`src/rtl/core/rtss_pkg.sv`:
```
// Shared constants and controller/datapath interface types for the step sequencer.
`default_nettype none
package rtss_pkg;

    localparam int NUM_STEPS_DEF        = 8;
    localparam int ONE_SECOND_TICKS_DEF = 48000;
    localparam int FRAC_BITS_DEF        = 8;

    localparam int PHASE_W = 32;
    localparam int RATIO_W = 30;
    localparam int HOLD_W  = 10;
    localparam int BEAT_W  = 7;
    localparam int DEP_W   = 2;
    localparam int IDX_W   = 3;
    localparam int RATIO_FRAC = 16;

    localparam logic [PHASE_W-1:0] MASTER_PERIOD_RST = 32'd12288000;
    localparam logic [BEAT_W-1:0]  MASTER_LENGTH_RST = 7'd4;
    localparam logic [RATIO_W-1:0] RATIO_ONE         = 30'd65536;
    localparam logic [HOLD_W-1:0]  HOLD_RST          = 10'd4;
    localparam logic [BEAT_W-1:0]  LENGTH_RST        = 7'd2;

    localparam logic [DEP_W-1:0] DEP_MASTER = 2'd0;
    localparam logic [DEP_W-1:0] DEP_PREV   = 2'd1;
    localparam logic [DEP_W-1:0] DEP_BACK2  = 2'd2;

    localparam logic CMD_TICK  = 1'b0;
    localparam logic CMD_WRITE = 1'b1;

    localparam logic REG_MASTER_PERIOD = 1'b0;
    localparam logic REG_MASTER_LENGTH = 1'b1;

    typedef struct packed {
        logic load;     // capture input item
        logic add;      // advance both phases one tick
        logic mwrap;    // master wrap, start period multiply
        logic mgate;    // master latch, store step period
        logic swrap;    // step wrap and hold count
        logic sgate;    // step latches, arm step move
        logic search;   // one search step
        logic rstchk;   // reset edge handling
        logic wr_tbl;   // write step table entry
        logic rd_out;   // read period of current step
        logic out_load; // load output register
    } dp_cmd_t;

    typedef struct packed {
        logic is_write;
        logic search_done;
        logic out_free;
    } dp_stat_t;

endpackage
`default_nettype wire

```
`src/rtl/core/rtss_datapath.sv`:
```
// Datapath: phases, beat counters, step tables, period memory and output register.
`default_nettype none
module rtss_datapath #(
    parameter int NUM_STEPS        = rtss_pkg::NUM_STEPS_DEF,
    parameter int ONE_SECOND_TICKS = rtss_pkg::ONE_SECOND_TICKS_DEF,
    parameter int FRAC_BITS        = rtss_pkg::FRAC_BITS_DEF
) (
    input  wire logic                clk,
    input  wire logic                rst_n,
    input  wire rtss_pkg::dp_cmd_t   cmd,
    output rtss_pkg::dp_stat_t       stat,
    input  wire logic                cfg_we,
    input  wire logic                cfg_addr,
    input  wire logic [31:0]         cfg_wdata,
    input  wire logic                in_cmd,
    input  wire logic [87:0]         in_data,
    output logic                     out_valid,
    input  wire logic                out_ready,
    output logic [23:0]              out_data
);
    localparam int STEP_W = (NUM_STEPS > 1) ? $clog2(NUM_STEPS) : 1;
    localparam logic [31:0] PER_RST = 32'(ONE_SECOND_TICKS) << FRAC_BITS;
    localparam logic [32:0] TICK    = 33'd1 << FRAC_BITS;
    localparam logic [STEP_W-1:0] LAST_STEP = STEP_W'(NUM_STEPS - 1);

    // configuration
    logic [31:0] mper_reg;
    logic [6:0]  mlen_reg;

    // captured item
    logic        icmd_reg;
    logic        ilevel_reg;
    logic [2:0]  iidx_reg;
    logic        ion_reg;
    logic [1:0]  idep_reg;
    logic [29:0] iratio_reg;
    logic [9:0]  ihold_reg;
    logic [6:0]  ilen_reg;
    logic [6:0]  iacc_reg [4];

    // sequencer state
    logic [31:0] mph_reg, sph_reg;
    logic [6:0]  mbeat_reg, sbeat_reg;
    logic [9:0]  hcnt_reg;
    logic [STEP_W-1:0] cur_reg, srch_reg;
    logic        rlatch_reg;
    logic [2:0]  gl_reg;
    logic        move_reg;

    // step tables
    logic [NUM_STEPS-1:0] on_reg;
    logic [1:0]  dep_reg   [NUM_STEPS];
    logic [29:0] ratio_reg [NUM_STEPS];
    logic [9:0]  hold_reg  [NUM_STEPS];
    logic [6:0]  len_reg   [NUM_STEPS];
    logic [6:0]  acc_reg   [NUM_STEPS][4];

    // period memory
    logic [31:0] per_mem [NUM_STEPS];
    logic [NUM_STEPS-1:0] per_vld_reg;
    logic [31:0] rd_reg;
    logic [61:0] prod_reg;
    logic [31:0] sper_reg;

    // output register
    logic        ovalid_reg;
    logic [23:0] odata_reg;

    // combinational helpers
    logic [1:0]  dep_c;
    logic        use_mem;
    logic [31:0] base;
    logic [STEP_W-1:0] ra;
    logic [31:0] sper_sat;
    logic [32:0] msum, ssum;
    logic [7:0]  mb_inc, sb_inc;
    logic [6:0]  mb_nx, sb_nx;
    logic        mgate_now, pulse, acc_hit;
    logic [STEP_W-1:0] cand;
    logic        hit;
    logic        widx_ok;
    logic [STEP_W-1:0] widx;
    logic [1:0]  wdep;
    logic        og_m, og_s;

    always_comb
    begin
        dep_c   = dep_reg[cur_reg];
        use_mem = (dep_c == rtss_pkg::DEP_PREV  && 32'(cur_reg) >= 32'd1) ||
                  (dep_c == rtss_pkg::DEP_BACK2 && 32'(cur_reg) >= 32'd2);
        base    = use_mem ? rd_reg : mper_reg;
        ra      = cmd.rd_out ? cur_reg : (cur_reg - STEP_W'(dep_c));
        sper_sat = (prod_reg[61:48] != 14'd0) ? 32'hFFFF_FFFF : prod_reg[47:16];
        msum    = {1'b0, mph_reg} + TICK;
        ssum    = {1'b0, sph_reg} + TICK;
        mb_inc  = {1'b0, mbeat_reg} + 8'd1;
        mb_nx   = (mb_inc >= {1'b0, mlen_reg}) ? 7'd0 : mb_inc[6:0];
        sb_inc  = {1'b0, sbeat_reg} + 8'd1;
        sb_nx   = (sb_inc >= {1'b0, len_reg[cur_reg]}) ? 7'd0 : sb_inc[6:0];
        mgate_now = {mph_reg, 1'b0} < {1'b0, mper_reg};
        pulse   = {sph_reg, 1'b0} < {1'b0, sper_reg};
        acc_hit = (sbeat_reg == acc_reg[cur_reg][0]) || (sbeat_reg == acc_reg[cur_reg][1]) ||
                  (sbeat_reg == acc_reg[cur_reg][2]) || (sbeat_reg == acc_reg[cur_reg][3]);
        cand    = (srch_reg == LAST_STEP) ? '0 : srch_reg + 1'b1;
        hit     = on_reg[cand] || (cand == '0);
        widx_ok = 32'(iidx_reg) < 32'(NUM_STEPS);
        widx    = STEP_W'(iidx_reg);
        wdep    = (idep_reg > rtss_pkg::DEP_BACK2 || 32'(idep_reg) > 32'(iidx_reg)) ?
                  rtss_pkg::DEP_MASTER : idep_reg;
        og_m    = mgate_now;
        og_s    = {sph_reg, 1'b0} < {1'b0, rd_reg};
    end

    assign stat.is_write    = icmd_reg;
    assign stat.search_done = !move_reg || hit;
    assign stat.out_free    = !ovalid_reg || out_ready;
    assign out_valid        = ovalid_reg;
    assign out_data         = odata_reg;

    // capture item fields
    always_ff @(posedge clk)
    begin
        if (cmd.load)
        begin
            icmd_reg    <= in_cmd;
            ilevel_reg  <= in_data[0];
            iidx_reg    <= in_data[3:1];
            ion_reg     <= in_data[4];
            idep_reg    <= in_data[6:5];
            iratio_reg  <= in_data[36:7];
            ihold_reg   <= in_data[46:37];
            ilen_reg    <= in_data[53:47];
            iacc_reg[0] <= in_data[60:54];
            iacc_reg[1] <= in_data[67:61];
            iacc_reg[2] <= in_data[74:68];
            iacc_reg[3] <= in_data[81:75];
        end
    end

    // period memory: registered read, valid bits stand in for reset contents
    always_ff @(posedge clk)
    begin
        if (cmd.add || cmd.rd_out)
            rd_reg <= per_vld_reg[ra] ? per_mem[ra] : PER_RST;
        if (cmd.mgate)
            per_mem[cur_reg] <= sper_sat;
    end

    // multiply and period hold
    always_ff @(posedge clk)
    begin
        if (cmd.mwrap)
            prod_reg <= 62'(ratio_reg[cur_reg]) * 62'(base);
        if (cmd.mgate)
            sper_reg <= sper_sat;
    end

    // output register payload
    always_ff @(posedge clk)
    begin
        if (cmd.out_load)
            odata_reg <= {2'b00, mbeat_reg, sbeat_reg, 3'(cur_reg),
                          gl_reg[2], gl_reg[1], og_s, gl_reg[0], og_m};
    end

    // control state, tables and counters
    always_ff @(posedge clk or negedge rst_n)
    begin
        if (!rst_n)
        begin
            mper_reg    <= rtss_pkg::MASTER_PERIOD_RST;
            mlen_reg    <= rtss_pkg::MASTER_LENGTH_RST;
            mph_reg     <= '0;
            sph_reg     <= '0;
            mbeat_reg   <= '0;
            sbeat_reg   <= '0;
            hcnt_reg    <= '0;
            cur_reg     <= '0;
            srch_reg    <= '0;
            rlatch_reg  <= 1'b0;
            gl_reg      <= '0;
            move_reg    <= 1'b0;
            per_vld_reg <= '0;
            ovalid_reg  <= 1'b0;
            for (int i = 0; i < NUM_STEPS; i++)
            begin
                on_reg[i]    <= (i == 0);
                dep_reg[i]   <= rtss_pkg::DEP_MASTER;
                ratio_reg[i] <= rtss_pkg::RATIO_ONE;
                hold_reg[i]  <= rtss_pkg::HOLD_RST;
                len_reg[i]   <= rtss_pkg::LENGTH_RST;
                for (int k = 0; k < 4; k++)
                    acc_reg[i][k] <= '0;
            end
        end
        else
        begin
            // config writes
            if (cfg_we)
            begin
                if (cfg_addr == rtss_pkg::REG_MASTER_PERIOD)
                    mper_reg <= cfg_wdata;
                else
                    mlen_reg <= cfg_wdata[6:0];
            end

            // advance phases, saturate at full scale
            if (cmd.add)
            begin
                mph_reg <= msum[32] ? 32'hFFFF_FFFF : msum[31:0];
                sph_reg <= ssum[32] ? 32'hFFFF_FFFF : ssum[31:0];
            end

            // master wrap
            if (cmd.mwrap && mph_reg >= mper_reg)
            begin
                mph_reg   <= mph_reg - mper_reg;
                mbeat_reg <= mb_nx;
            end

            // master downbeat latch, store step period
            if (cmd.mgate)
            begin
                if (mbeat_reg == 7'd0)
                    gl_reg[0] <= mgate_now;
                per_vld_reg[cur_reg] <= 1'b1;
            end

            // step wrap
            if (cmd.swrap && sph_reg >= sper_reg)
            begin
                hcnt_reg  <= (hold_reg[cur_reg] != 10'd0) ? hcnt_reg + 10'd1 : 10'd0;
                sph_reg   <= sph_reg - sper_reg;
                sbeat_reg <= sb_nx;
            end

            // step latches, arm move
            if (cmd.sgate)
            begin
                if (sbeat_reg == 7'd0)
                    gl_reg[1] <= pulse;
                else if (acc_hit)
                    gl_reg[2] <= pulse;
                srch_reg <= cur_reg;
                if (hcnt_reg >= hold_reg[cur_reg] && hcnt_reg != 10'd0)
                begin
                    move_reg <= 1'b1;
                    hcnt_reg <= '0;
                end
                else
                    move_reg <= 1'b0;
            end

            // search next enabled step
            if (cmd.search && move_reg)
            begin
                srch_reg <= cand;
                if (hit)
                begin
                    cur_reg  <= cand;
                    move_reg <= 1'b0;
                end
            end

            // reset edge
            if (cmd.rstchk)
            begin
                if (rlatch_reg)
                begin
                    if (!ilevel_reg)
                        rlatch_reg <= 1'b0;
                end
                else if (ilevel_reg)
                begin
                    rlatch_reg <= 1'b1;
                    cur_reg    <= '0;
                    mph_reg    <= '0;
                    sph_reg    <= '0;
                    hcnt_reg   <= '0;
                    mbeat_reg  <= '0;
                    sbeat_reg  <= '0;
                    gl_reg[2]  <= 1'b0;
                end
            end

            // table write
            if (cmd.wr_tbl && widx_ok)
            begin
                on_reg[widx]    <= (widx == '0) ? 1'b1 : ion_reg;
                dep_reg[widx]   <= wdep;
                ratio_reg[widx] <= iratio_reg;
                hold_reg[widx]  <= ihold_reg;
                len_reg[widx]   <= ilen_reg;
                for (int k = 0; k < 4; k++)
                    acc_reg[widx][k] <= iacc_reg[k];
            end

            // output valid
            if (cmd.out_load)
                ovalid_reg <= 1'b1;
            else if (out_ready)
                ovalid_reg <= 1'b0;
        end
    end
endmodule
`default_nettype wire

```
`src/rtl/core/rtss_ctrl.sv`:
```
// Controller: sequences one item through the datapath steps.
`default_nettype none
module rtss_ctrl (
    input  wire logic               clk,
    input  wire logic               rst_n,
    input  wire logic               in_valid,
    output logic                    in_ready,
    input  wire rtss_pkg::dp_stat_t stat,
    output rtss_pkg::dp_cmd_t       cmd
);
    localparam logic [3:0] ST_IDLE   = 4'd0;
    localparam logic [3:0] ST_ADD    = 4'd1;
    localparam logic [3:0] ST_MWRAP  = 4'd2;
    localparam logic [3:0] ST_MGATE  = 4'd3;
    localparam logic [3:0] ST_SWRAP  = 4'd4;
    localparam logic [3:0] ST_SGATE  = 4'd5;
    localparam logic [3:0] ST_SEARCH = 4'd6;
    localparam logic [3:0] ST_RSTCHK = 4'd7;
    localparam logic [3:0] ST_WRITE  = 4'd8;
    localparam logic [3:0] ST_RDOUT  = 4'd9;
    localparam logic [3:0] ST_OUT    = 4'd10;

    logic [3:0] state_reg, state_next;

    assign in_ready = (state_reg == ST_IDLE);

    // next state and commands
    always_comb
    begin
        state_next = state_reg;
        cmd        = '0;
        case (state_reg)
            ST_IDLE:
            begin
                if (in_valid)
                begin
                    cmd.load   = 1'b1;
                    state_next = ST_ADD;
                end
            end
            ST_ADD:
            begin
                if (stat.is_write)
                    state_next = ST_WRITE;
                else
                begin
                    cmd.add    = 1'b1;
                    state_next = ST_MWRAP;
                end
            end
            ST_MWRAP:
            begin
                cmd.mwrap  = 1'b1;
                state_next = ST_MGATE;
            end
            ST_MGATE:
            begin
                cmd.mgate  = 1'b1;
                state_next = ST_SWRAP;
            end
            ST_SWRAP:
            begin
                cmd.swrap  = 1'b1;
                state_next = ST_SGATE;
            end
            ST_SGATE:
            begin
                cmd.sgate  = 1'b1;
                state_next = ST_SEARCH;
            end
            ST_SEARCH:
            begin
                cmd.search = 1'b1;
                if (stat.search_done)
                    state_next = ST_RSTCHK;
            end
            ST_RSTCHK:
            begin
                cmd.rstchk = 1'b1;
                state_next = ST_RDOUT;
            end
            ST_WRITE:
            begin
                cmd.wr_tbl = 1'b1;
                state_next = ST_RDOUT;
            end
            ST_RDOUT:
            begin
                cmd.rd_out = 1'b1;
                state_next = ST_OUT;
            end
            ST_OUT:
            begin
                if (stat.out_free)
                begin
                    cmd.out_load = 1'b1;
                    state_next   = ST_IDLE;
                end
            end
            default:
                state_next = ST_IDLE;
        endcase
    end

    always_ff @(posedge clk or negedge rst_n)
    begin
        if (!rst_n)
            state_reg <= ST_IDLE;
        else
            state_reg <= state_next;
    end
endmodule
`default_nettype wire

```
`src/rtl/core/ratio_tempo_step_sequencer.sv`:
```
// Top level of the ratio tempo step sequencer.
// Each input item is either one clock tick or a write of one step table entry, and
// gives exactly one result item with the gates, active step and beat counts. A tick
// runs add, master wrap, master gate, step wrap, step gate, next-step search, reset
// check, period read-out and output load, as the controller walks the shared period
// multiplier, the single-port period memory and the one-step-per-cycle search. A table
// write runs table write, period read-out and output load. The next item is taken
// while a result waits in the output register. Configuration: index 0 master period
// (Q24.8 ticks), index 1 master measure length; write only while the block is idle.
`default_nettype none
module ratio_tempo_step_sequencer #(
    parameter int NUM_STEPS        = rtss_pkg::NUM_STEPS_DEF,
    parameter int ONE_SECOND_TICKS = rtss_pkg::ONE_SECOND_TICKS_DEF,
    parameter int FRAC_BITS        = rtss_pkg::FRAC_BITS_DEF
) (
    input  wire logic        clk,
    input  wire logic        rst_n,
    input  wire logic        cfg_we,
    input  wire logic        cfg_addr,
    input  wire logic [31:0] cfg_wdata,
    input  wire logic        s_axis_tvalid,
    output logic             s_axis_tready,
    // reset_level, step_index[3], step_on, step_dep[2], step_ratio[30], step_hold[10],
    // step_length[7], accent_first[7], accent_second[7], accent_third[7],
    // accent_fourth[7], zero fill
    input  wire logic [87:0] s_axis_tdata,
    // cmd
    input  wire logic        s_axis_tuser,
    output logic             m_axis_tvalid,
    input  wire logic        m_axis_tready,
    // master_gate, master_downbeat_gate, step_clock_gate, step_downbeat_gate,
    // accent_gate, active_step[3], step_beat_now[7], master_beat_now[7], zero fill
    output logic [23:0]      m_axis_tdata
);
    rtss_pkg::dp_cmd_t  cmd;
    rtss_pkg::dp_stat_t stat;

    rtss_ctrl u_ctrl (
        .clk      (clk),
        .rst_n    (rst_n),
        .in_valid (s_axis_tvalid),
        .in_ready (s_axis_tready),
        .stat     (stat),
        .cmd      (cmd)
    );

    rtss_datapath #(
        .NUM_STEPS        (NUM_STEPS),
        .ONE_SECOND_TICKS (ONE_SECOND_TICKS),
        .FRAC_BITS        (FRAC_BITS)
    ) u_dp (
        .clk       (clk),
        .rst_n     (rst_n),
        .cmd       (cmd),
        .stat      (stat),
        .cfg_we    (cfg_we),
        .cfg_addr  (cfg_addr),
        .cfg_wdata (cfg_wdata),
        .in_cmd    (s_axis_tuser),
        .in_data   (s_axis_tdata),
        .out_valid (m_axis_tvalid),
        .out_ready (m_axis_tready),
        .out_data  (m_axis_tdata)
    );
endmodule
`default_nettype wire

```
`config.mk`:
```
export PLATFORM = sky130hd
export DESIGN_NAME = ratio_tempo_step_sequencer
export DESIGN_NICKNAME = d
export VERILOG_FILES = /design/src/rtl/core/rtss_pkg.sv /design/src/rtl/core/rtss_datapath.sv /design/src/rtl/core/rtss_ctrl.sv /design/src/rtl/core/ratio_tempo_step_sequencer.sv
export SDC_FILE = /design/constraint.sdc
export NUM_CORES = 2
export LEC_CHECK = 0
export CAP_MARGIN = 15
export CORE_UTILIZATION = 60
export CTS_CLUSTER_DIAMETER = 60
export DETAILED_ROUTE_END_ITERATION = 8
export DONT_BUFFER_PORTS = 1
export PLACE_DENSITY = 0.85
export SLEW_MARGIN = 20
export SYNTH_ARGS = -nofsm -noshare
export SYNTH_HDL_FRONTEND = slang
export SYNTH_SLANG_ARGS = --single-unit
export TNS_END_PERCENT = 10
```
`constraint.sdc`:
```
create_clock -name clk -period 10.7 [get_ports clk]
set_clock_uncertainty 0.15 [all_clocks]
set_input_delay 2.14 -clock clk [delete_from_list [all_inputs] [get_ports clk]]
set_output_delay 2.14 -clock clk [all_outputs]
set_load 0.02 [all_outputs]
```
==> reports/qor.yml <==
grt:
  grt_usage: 0.364
  grt_pass1_wl_um: 404000
  overflow: 0
  grt_pass1_vias: 70300
  antenna_found_initial: 9
  grt_max_degree: 775
yosys:
  netlist_instances: 8408
  synthesis.area_mm2: 0.0871
  synthSimpleGateAreaFrac: 0.136
  yosys.area.top_type_share: 0.213
  ys_types: 83
  async_flop_share: 0.622
  synth_most_common_cell: "nand2_1"
  avgSynthCellArea_um2: 10.4
  synthFlopType: "dfrtp_1"
  synth_fa_ha_area_frac: 0.256
  synthMuxAreaShare: 0.0634
  synth_area_leaders: "dfrtp_1 (21%), fa_1 (19%), edfxtp_1 (16%)"
  synth_seq_cells: 1245
  synthXorXnorAreaFrac: 0.0194
  synth_commonest_cells: "nand2_1 (1515), inv_1 (980), fa_1 (838)"
  synth_edf_count: 471
  synth_seq_area_share: 0.385
  synth_top_family_by_area: "adder cells"
  synth_compound_area_frac: 0.0780
  synth_top_area_cell: "dfrtp_1"
  ys_warn_count: 0
worst_setup_path:
  r2r_start: "u_dp.cur_reg[1]"
  worst_path_largest_cell_delay_ns: 0.66
  startpoint_type: "flip-flop"
  worst_path_most_repeated_cell: "fa_1"
  cp.required_ns: 11.08
  crit_arrival_ns: 10.83
  cp_slowest_cell: "or3b_2"
  startpoint: "u_dp.cur_reg[1]"
  cp.buffers_inverters: 8
  cp-end-kind: "flip-flop"
  cp_max_fo: 19
  crit_type: "flip-flop to flip-flop"
  cp_top_family: "adder cells"
job:
  drv_cap: 0
clock_tree:
  cts.clk_slew.worst_paths_ns: 0.06
  cts_tree: "built"
  htreeDepth: 3
  clock_path_buffers: 3
  clockRootBuffer: "clkbuf_16"
  numCtsBuffers: 119
  clk_latency_ns: 0.80
  cts_sinks: 1245
timing:
  maxSlewHeadroom: 0.192
  finalSetupViolCount: 0
  finalSetupTns_ns: 0
  fmax_ghz: 0.0957
  post-route-period-util: 0.976
  worst_slew_pin_slew_ns: 1.21
  rsz0062_at_grt: "no"
  slew_violations: 0
  min_period_ns: 10.44
  timing_hold_violations_final: 0
drt:
  ant_nets: 0
  num_vias: 67100
  drt_wl_total_um: 264000
  drt_pass1_iterations: 9
  avgViaCountPerCell: 6.45
  wl_per_cell_um: 25.4
  drt_drc_violations_left: 24
  drt_iter0_drc: 8271
run_status:
  violations: "DRC"
  outcome: "finished, violations left"
placement:
  gp_congestion: 1.07
  port_buffers: 0
  dpl.hpwl_um: 181000
finish:
  areaGrowthSynthToFinish_pct: 9.13
  final_nets: 9790
  largest_reg_flops: 256
  n_fill_cell: 10000
  ff_latch_area_mm2: 0.0336
  multi_input_area_mm2: 0.0487
  drive_above_1_share: 0.126
die:
  core_area_mm2: 0.144
  initial_core_util: 0.605
  dieArea_mm2: 0.147
  num_io_pins: 153
  row_count: 139
  chipHeight_um: 383
  die_x_um: 383
min_path:
  min_path_type: "flip-flop to flip-flop"
  min-delay-start: "u_dp.gl_reg[0]"
## metrics by stage
step | worst slack [ns] | hold slack, ns | utilization | cells | cell area (µm²)
global placement | 0.211 | 0.282 | 0.630 | 10200 | 90600
detailed placement | 0.0196 | 0.289 | 0.630 | 10200 | 90600
global route | 0.0351 | 0.317 | 0.661 | 10400 | 95000
floorplan | 0.820 | 0.265 | - | 8409 | 87100
CTS | 0.0195 | 0.302 | 0.659 | 10400 | 94800
finish | 0.255 | 0.301 | 0.661 | 10400 | 95000
## layout by cell type, fill, tap and decap left out, types with 20 or more instances in the layout
cell type  synthesis  routed
nor2_1           765     749
mux4_2            70      70
nor3_1            53      49
mux2_2           325     325
dfstp_2           32      32
a22oi_1          129     129
ha_1             441     441
a21oi_1          258     234
o21a_1            24      24
o21ai_0          153     151
clkbuf_1         384      31
and3_1            39      36
mux2i_1           28      24
dfrtp_1          742     739
fa_1             838     838
nand2b_1          53      53
edfxtp_1         471     471
a221oi_1          44      43
buf_4              3     265
clkbuf_16          0     121
o22ai_1          104     104
a21oi_2            1      23
nor2b_1           40      39
xor2_1            80      80
nand4_1           86      86
nand2_1         1515    1513
inv_1            980     980
o21bai_1          31      31
a21o_1           137     136
a211oi_1          26      25
or2_2             48      48
xnor2_1          113     111
nand3_1           79      74
and2_1            21      20
## path summary, 6_finish.rpt
check / end / slack, ns / cells past startpoint
worst max register to register: u_dp.prod_reg[58] / 0.26 / 30
worst max-delay path: u_dp.prod_reg[58] / 0.26 / 30
max in group asynchronous: u_dp.mper_reg[18] / 6.20 / 4
worst min register to register: u_dp.out_data[1] / 0.30 / 0
worst min-delay path: u_dp.out_data[1] / 0.30 / 0
min in group asynchronous: u_dp.ratio_reg[13] / 0.88 / 0
## final cells by class
type,instances,share of cell area
Antenna cell,8,0.000211
Clock buffer,171,0.0358
Clock inverter,56,0.00777
Inverter,982,0.0388
Multi-Input combinational cell,5745,0.513
Sequential cell,1245,0.353
Tap cell,1903,0.0251
Timing Repair Buffer,291,0.0265
## layer usage
layer  share of wire  vias up  GRT usage
met2            0.46     4857      0.565
met3            0.13     1361      0.103
li1                -    27600          -
met4           0.081       12      0.250
met1            0.34    33300      0.441
met5         0.00030        -          0
## cell families (layout without fill, tap and decap cells)
family                     count (synthesis)  in the layout
DFF                                     1245           1245
other                                      1             10
AOI/OAI and AO/OA                       1035           1035
buffers and inverters                   1419           1500
and+or+nand+nor                         2813           2813
xor gates and xnor gates                 193            193
adders and majority gates               1279           1279
muxes                                    423            423
## timing repair
action | CTS | global route
resized for setup | 2 | 18
hold buffers | 0 | 0
pin swaps | 0 | 1
endpoints found under the setup margin | 4 | 14
setup buffers | 5 | 1
Power is not shown: default switching activity piles up to over one toggle a cycle in this logic, so the estimate is an artifact.
